File: config.mk
export PLATFORM = sky130hd
export DESIGN_NAME = wrpe_front
export DESIGN_NICKNAME = d
export VERILOG_FILES = /design/src/wrpe_pkg.sv /design/src/wrpe_front.sv
export SDC_FILE = /design/constraint.sdc
export NUM_CORES = 1
export LEC_CHECK = 0
export BUFFER_PORTS_ARGS = -buffer_cell sky130_fd_sc_hd__buf_4
export CORE_UTILIZATION = 48
export CTS_CLUSTER_DIAMETER = 30
export CTS_CLUSTER_SIZE = 25
export DETAILED_ROUTE_END_ITERATION = 8
export GPL_TIMING_DRIVEN = 0
export PLACE_DENSITY_LB_ADDON = 0.3
export SLEW_MARGIN = 20
export SYNTH_ARGS = -nofsm -noshare
export SYNTH_HDL_FRONTEND = slang
export SYNTH_SLANG_ARGS = --single-unit
File: constraint.sdc
create_clock -name i_clk -period 6.35 [get_ports i_clk]
set_clock_uncertainty 0.2 [all_clocks]
set_input_delay 0.3175 -clock i_clk [delete_from_list [all_inputs] [get_ports i_clk]]
set_output_delay 0.3175 -clock i_clk [all_outputs]
set_load 0.01 [all_outputs]
File: src/wrpe_pkg.sv
// ----------------------------------------------------------------------------
// wrpe_pkg: shared types and constants for the waypoint ring path extractor
// Item layout, register indexes, point sources and pose helpers.
// ----------------------------------------------------------------------------
`default_nettype none

package wrpe_pkg;

    localparam int MAX_WAYPOINTS_DEF = 32;

    localparam int POS_W  = 24;
    localparam int HEAD_W = 16;
    localparam int SLOT_W = 5;
    localparam int CNT_W  = 6;
    localparam int DIST_W = 2 * POS_W + 1;

    localparam logic signed [HEAD_W:0] PI_Q13     = 17'sd25736;
    localparam logic signed [HEAD_W:0] TWO_PI_Q13 = 17'sd51472;

    // Configuration register indexes
    localparam logic CFG_CLOSED_LOOP    = 1'b0;
    localparam logic CFG_WAYPOINT_COUNT = 1'b1;

    // Request kinds
    localparam logic KIND_LOAD = 1'b0;
    localparam logic KIND_PLAN = 1'b1;

    // Point sources
    localparam logic [1:0] SRC_START    = 2'd0;
    localparam logic [1:0] SRC_WAYPOINT = 2'd1;
    localparam logic [1:0] SRC_GOAL     = 2'd2;

    typedef struct packed {
        logic                     kind;
        logic [SLOT_W-1:0]        slot;
        logic signed [POS_W-1:0]  pos_x;
        logic signed [POS_W-1:0]  pos_y;
        logic signed [HEAD_W-1:0] heading;
        logic signed [POS_W-1:0]  goal_x;
        logic signed [POS_W-1:0]  goal_y;
        logic signed [HEAD_W-1:0] goal_heading;
    } t_item;

    typedef struct packed {
        logic signed [POS_W-1:0]  x;
        logic signed [POS_W-1:0]  y;
        logic signed [HEAD_W-1:0] h;
    } t_wpt;

    // |a - b| for two signed positions; the magnitude always fits POS_W bits
    function automatic logic [POS_W-1:0] abs_diff(input logic signed [POS_W-1:0] a,
                                                  input logic signed [POS_W-1:0] b);
        logic signed [POS_W:0] d;
        logic signed [POS_W:0] nd;
        d  = {a[POS_W-1], a} - {b[POS_W-1], b};
        nd = -d;
        return d[POS_W] ? nd[POS_W-1:0] : d[POS_W-1:0];
    endfunction

    // heading + pi, wrapped into (-pi, pi]
    function automatic logic [HEAD_W-1:0] flip_heading(input logic signed [HEAD_W-1:0] h);
        logic signed [HEAD_W:0] s;
        s = {h[HEAD_W-1], h} + PI_Q13;
        if (s > PI_Q13) begin
            s = s - TWO_PI_Q13;
        end
        return s[HEAD_W-1:0];
    endfunction

endpackage

`default_nettype wire

File: src/wrpe_front.sv
// ----------------------------------------------------------------------------
// wrpe_front: request intake and two-entry queue
// Drops loads aimed beyond the table, queues the rest for the back end.
// ----------------------------------------------------------------------------
`default_nettype none

module wrpe_front #(
    parameter int MAX_WAYPOINTS = wrpe_pkg::MAX_WAYPOINTS_DEF
) (
    input  wire logic            i_clk,
    input  wire logic            i_rst_n,
    input  wire logic            i_valid,
    output logic                 o_ready,
    input  wire wrpe_pkg::t_item i_item,
    output logic                 o_q_valid,
    output wrpe_pkg::t_item      o_q_item,
    input  wire logic            i_q_pop
);

    wrpe_pkg::t_item r_buf [2];
    logic            r_wr_ptr;
    logic            r_rd_ptr;
    logic [1:0]      r_count;
    logic            w_acc;
    logic            w_keep;
    logic            w_push;

    assign o_ready = (r_count != 2'd2);
    assign w_acc   = i_valid && o_ready;
    // out-of-range loads are consumed and dropped here
    assign w_keep  = (i_item.kind == wrpe_pkg::KIND_PLAN) ||
                     (32'(i_item.slot) < MAX_WAYPOINTS);
    assign w_push  = w_acc && w_keep;

    assign o_q_valid = (r_count != 2'd0);
    assign o_q_item  = r_buf[r_rd_ptr];

    always_ff @(posedge i_clk) begin
        if (w_push) begin
            r_buf[r_wr_ptr] <= i_item;
        end
    end

    always_ff @(posedge i_clk) begin
        if (!i_rst_n) begin
            r_wr_ptr <= 1'b0;
            r_rd_ptr <= 1'b0;
            r_count  <= 2'd0;
        end else begin
            if (w_push) begin
                r_wr_ptr <= ~r_wr_ptr;
            end
            if (i_q_pop) begin
                r_rd_ptr <= ~r_rd_ptr;
            end
            r_count <= r_count + {1'b0, w_push} - {1'b0, i_q_pop};
        end
    end

    a_count_max: assert property (@(posedge i_clk) disable iff (!i_rst_n)
        r_count <= 2'd2) else $error("queue overfilled");
    a_pop_nonempty: assert property (@(posedge i_clk) disable iff (!i_rst_n)
        i_q_pop |-> r_count != 2'd0) else $error("pop from empty queue");
    a_push_lands: assert property (@(posedge i_clk) disable iff (!i_rst_n)
        (w_push && !i_q_pop) |=> r_count == $past(r_count) + 2'd1)
        else $error("push lost");

endmodule

`default_nettype wire

==> impl_metrics.tcl, run 1 <==
set metrics [dict create \
    total_power_mw 5.35 \
    routed_wl_um 22800 \
    critPathKind "flip-flop to output pin" \
    cts_hold_buffers 138 \
    grt_pass1_vias 6550 \
    drt_iter0_markers 216 \
    syn_area_mm2 0.0102 \
    die-area_mm2 0.0218 \
    status "finished, final reports clean" \
    cts.htree.levels 2 \
    place_area_mm2 0.0126 \
    grt_use_total_pct 20.9 \
    clock-sinks 273 \
    diodes 0 \
    worst_slack_ns 3.99 \
    start_util_pct 49.6 \
    num_vias 5874 \
    synth_area_leaders "edfxtp_1, mux2_4, mux2_2, dfxtp_1, buf_6" \
    port_buffers 273 \
    finalCritPeriodShare_pct 37.2 \
    rows 52 \
    max_slew_margin_pct 55.5 \
    clock_latency_ns 0.51 \
    clock-root-buffer "clkbuf_16" \
    drive_above_1_share_pct 53.5 \
    postCtsResizedCells 0 \
    path_cells "buf_6 > buf_6 > buf_6 > mux2_4 > buf_4" \
    critPathBufInv 4 \
    grt_pass1_wl_um 34500 \
    post_cts_buffers 0 \
    synthCells 445 \
    grt_overflow 0 \
    max-vdd-ir-drop_mv 0.268 \
    syn-num-nets 584 \
    pre_cts_slack_ns 4.10 \
    grt_max_degree 76 \
    final_common_cell "buf_4" \
    setup_viol 0 \
    critPathMaxFanout 10 \
    crit_path_start_kind "flip-flop" \
    num_io_pins 274 \
    cts_made_buffers 44 \
    post_drt_via_cell_ratio 4.86 \
    critPathRequiredTime_ns 5.83 \
    worstPathArrival_ns 1.84 \
    power.density_mw_per_mm2 344 \
    yosysTopAreaCellShare_pct 79.1 \
    antenna_found_initial 0 \
    fin_area_mm2 0.0155 \
    critPathMaxStageDelay_ns 0.32 \
    dp_hpwl_um 13200 \
    ant_nets 0 \
    max_freq_ghz 0.424 \
    place_congestion 0.771 \
    rsz0062_at_grt "false" \
    drc 0 \
    worstMarginPinSlew_ns 0.667 \
    avgSynthCellArea_um2 22.9 \
    min_path_type "primary input to flip-flop" \
    cts_buffer_depth 3 \
    areaGrowthSynthToFinish_pct 52.7 \
    ys_types 24 \
    nFillCells 1106 \
    critPathCaptureType "output pin" \
    die_h_um 148 \
    wire_per_inst_um 18.9 \
    cts_tree "built" \
    nets 1044 \
    ys_ff_latch 273 \
    fp.dieW_um 148 \
    cpMostUsedCell "buf_6" \
    yosysWarnings 0 \
    final_max_slew_viol_count 0 \
    tns_ns 0 \
    clkTransAtPathRegs_ns 0.05 \
    coreArea_mm2 0.0205 \
    finalHoldViolations 0 \
    min_period_ns 2.36 \
    yosys.area.top_type "edfxtp_1" \
    cp_slowest_cell "dfxtp_1" \
    synth_seq_area_share_pct 80.1 \
    final_cell_mix "buf_4, edfxtp_1, dlygate4sd3_1" \
    maxCapViolCount 0 \
    drt_pass1_iterations 5 \
    p_leak_nw 6.06 \
    crit_family "buffers and inverters" \
]
## worst paths after layout
| check | start | endpoint | slack [ns] | cells past startpoint |
|---|---|---|---|---|
| setup / recovery | flip-flop | o_q_item[121] | 3.99 | 5 |
| setup reg to reg | r_count[0] | r_buf[0][124] | 4.09 | 4 |
| hold reg to reg | r_wr_ptr | r_wr_ptr | 0.40 | 2 |
| hold / removal | i_item[109] | r_buf[1][109] | 0.33 | 2 |
## layer usage
layer  vias up  part of all wire (%)  GRT usage [%]
met5         -                     0              0
met4         0                   1.7           7.63
met3        33                   7.3           5.52
met2       248                    53           37.3
met1      2886                    38           24.1
li1       2707                     -              -
## layout make-up
cell class                      instances  area, µm²  area share (%)
Buffer                                 15        125           0.805
Sequential cell                       273       8150            52.4
Multi-Input combinational cell        155       1900            12.2
Inverter                                2       15.0          0.0966
Timing Repair Buffer                  414       3510            22.6
Clock buffer                           48       1140            7.32
Tap cell                              270        338            2.17
Clock inverter                         31        369            2.38
## synth_stat cells
| cell | number |
|---|---|
| nand3_1 | 1 |
| a21boi_2 | 1 |
| a21boi_0 | 1 |
| mux2_4 | 60 |
| a21bo_2 | 1 |
| mux2i_1 | 1 |
| nand2_1 | 2 |
| xor2_1 | 1 |
| or2_2 | 1 |
| nand2b_1 | 1 |
| edfxtp_1 | 268 |
| dfxtp_1 | 5 |
| ha_1 | 1 |
| nand3b_1 | 2 |
| xnor2_1 | 1 |
| inv_1 | 2 |
| a211o_1 | 1 |
| and3_1 | 1 |
| a211oi_1 | 1 |
| mux2_2 | 74 |
| buf_2 | 7 |
| buf_6 | 8 |
| and2_1 | 3 |
| nor4b_1 | 1 |
## registers in the layout, summed over array words and instances, names as in the netlist, named ones only
name      flops
r_buf       268
r_count       2
r_rd_ptr      1
r_wr_ptr      1
## through the flow
stage	util [%]	cells	hold WS [ns]
3_5_place_dp	61.7	991	0.305
6_report	75.8	1208	0.331
4_1_cts	75.8	1208	0.314
5_1_grt	75.8	1208	0.321
3_3_place_gp	61.3	988	0.302
2_1_floorplan	-	445	0.216
## kinds of logic (layout without fill, tap and decap cells)
kind of cell	Yosys count	count (layout)	synth area share, %
buffers and inverters	17	510	1.30
adder cells (fa/ha/maj)	1	1	0.123
AO/OA/AOI/OAI	5	5	0.443
multiplexers	135	135	17.1
flip-flops	273	273	80.1
XOR/XNOR	2	2	0.172
AND/OR/NAND/NOR	12	12	0.726
## report_power, final
part           switching (mW)  leakage, nW  internal, mW
sequential             0.0408         2.54          2.16
clock                   0.803        0.711          1.58
combinational           0.340         2.81         0.419
total                    1.18         6.06          4.16
Power figures use the tool's default switching activity.
==> run 2: changes to the inputs <==
- CORE_UTILIZATION: 48 -> 47
- clock period: 6.35 -> 2.15 ns (I/O delays scaled with it)
==> run 2 against run 1 <==
Effect of this change: clock power increased to 3.2 times the previous value; non-clock buffer count increased by 4; final cell count rose by 1.9%; setup slack lost 3.9 ns; core utilization down 0.86 points; total power grew to 3.1 times the previous value; global-route usage decreased by 0.81 points; critical path depth is 1 lower; clock-buffer cell count rose by 9.
==> impl_metrics.tcl, run 2 (same netlist as run 1, synthesis figures left out) <==
set metrics [dict create \
    final_cells 1231 \
    grt_overflow 0 \
    min_delay_worst_endpoint "r_buf[1][103]" \
    maxCapViolCount 0 \
    finalHoldViolations 0 \
    min_path_type "primary input to flip-flop" \
    antenna_found_initial 0 \
    setup_viol 0 \
    max-vdd-ir-drop_mv 0.815 \
    grt_use_total_pct 20.1 \
    use_met3_pct 5.96 \
    top_register "r_buf" \
    nFillCells 1177 \
    power.density_mw_per_mm2 1040 \
    clock-sinks 273 \
    fp.dieW_um 149 \
    clkTransAtPathRegs_ns 0.05 \
    areaGrowthSynthToFinish_pct 55.8 \
    drt_pass1_iterations 4 \
    max_freq_ghz 0.477 \
    crit_path_start_kind "flip-flop" \
    min_from "i_item[103]" \
    cts_buffer_depth 3 \
    critPathMaxFanout 10 \
    diodes 0 \
    status "finished, final reports clean" \
    final_common_cell "buf_4" \
    reg_top3 "r_buf (268), r_count (2)" \
    max_slew_margin_pct 64.7 \
    final_cell_mix "buf_4, edfxtp_1, dlygate4sd3_1" \
    critPathCaptureType "output pin" \
    critPathKind "flip-flop to output pin" \
    finalCritPeriodShare_pct 97.5 \
    num_vias 5913 \
    drt_iter0_markers 228 \
    ant_nets 0 \
    num_io_pins 274 \
    grt_pass1_wl_um 33700 \
    rows 53 \
    min_period_ns 2.10 \
    dp_hpwl_um 13600 \
    cts_tree "built" \
    dp_cells 999 \
    r2r_slack_ns 0.15 \
    rr_startpoint "r_count[0]" \
    die-area_mm2 0.0222 \
    die_h_um 149 \
    drive_above_1_share_pct 54.4 \
    port_buffers 273 \
    wire_per_inst_um 18.3 \
    clock-root-buffer "clkbuf_16" \
    pre_cts_slack_ns 0.175 \
    coreArea_mm2 0.0212 \
    place_congestion 0.723 \
    grt-busiest-layer "met2" \
    cts_made_buffers 51 \
    start_util_pct 48.1 \
    worstPathArrival_ns 1.79 \
    final_max_slew_viol_count 0 \
    routed_wl_um 22600 \
    critPathRequiredTime_ns 1.84 \
    grt_pass1_vias 6552 \
    grt_use_met1_pct 22.6 \
    holdPathStages 2 \
    drc 0 \
    worst_slack_ns 0.0544 \
    grt_max_degree 54 \
    nets 1055 \
    post_drt_via_cell_ratio 4.80 \
    largest_register_ffs 268 \
    clock_latency_ns 0.52 \
    cts.htree.levels 2 \
    worstMarginPinSlew_ns 0.530 \
    r2r-end "r_buf[0][91]" \
    r2r_cells 5 \
    p_leak_nw 6.21 \
    rsz0062_at_grt "true" \
    met2_usage_pct 36.5 \
]
==> run 2: cell count changes in the layout (fill, tap and decap cells not counted), sizes merged <==
cell	before	now
buf	291	294
bufinv	7	5
clkbuf	48	58
clkinv	13	20
==> run 2: cell type report <==
class	instances	area [µm²]	share of cell area (%)
flip-flops and latches	273	8150	51.4
repair buffers	418	3580	22.6
multi-input cells	155	1910	12.0
clock buffers	57	1340	8.46
well taps	275	344	2.17
clock inverters	36	332	2.09
plain buffers	15	191	1.21
inverters	2	11.3	0.0710
==> run 2: power by group <==
part | switching [mW] | internal (mW)
clock network | 2.53 | 5.06
registers | 0.118 | 6.39
logic | 1.01 | 1.30
total | 3.66 | 12.8
==> run 2: worst max-delay path by stage <==
stage                     slack [ns]  cells past startpoint       start       endpoint
after global placement         -2.08                      3  r_count[0]    r_buf[0][2]
after global routing           -0.02                      4   flip-flop   o_q_item[53]
final                           0.05                      4   flip-flop   o_q_item[29]
after floorplan                -1.05                      3  r_count[0]    r_buf[0][0]
after detailed placement        0.17                      5  r_count[0]    r_buf[0][2]
after CTS                      -0.02                      5   flip-flop  o_q_item[129]
==> run 2: repair_timing <==
item                                    4_1_cts  5_1_grt
setup buffers                                 0        1
resized for setup                             9        9
endpoints found under the hold margin       273        0
hold buffers                                138        0
endpoints found under the setup margin       68      104
==> run 2: stage by stage <==
stage               area, µm²  setup TNS, ns  utilization (%)  hold WS [ns]  power, mW
floorplan               10200        -230.01                -       0.00637       7.62
CTS                     15800        -0.0653             74.7        0.0843       16.5
finish                  15900              0             74.9         0.112       16.4
detailed placement      12700              0             60.1        0.0949       8.66
global placement        12600        -466.91             59.5        0.0919       8.56
global route            15900         -0.160             74.9        0.0942       17.0
==> run 2: worst max-delay path: stages (launching register included) <==
cell     delay (ns)
dfxtp_2        0.31
buf_6          0.14
buf_2          0.27
mux2_2         0.38
buf_4          0.15
==> run 2: metal layers <==
metal	up-vias	routed length, µm
li1	2740	-
met1	2911	8600
met2	228	11900
met3	34	1660
met4	0	368
met5	-	0
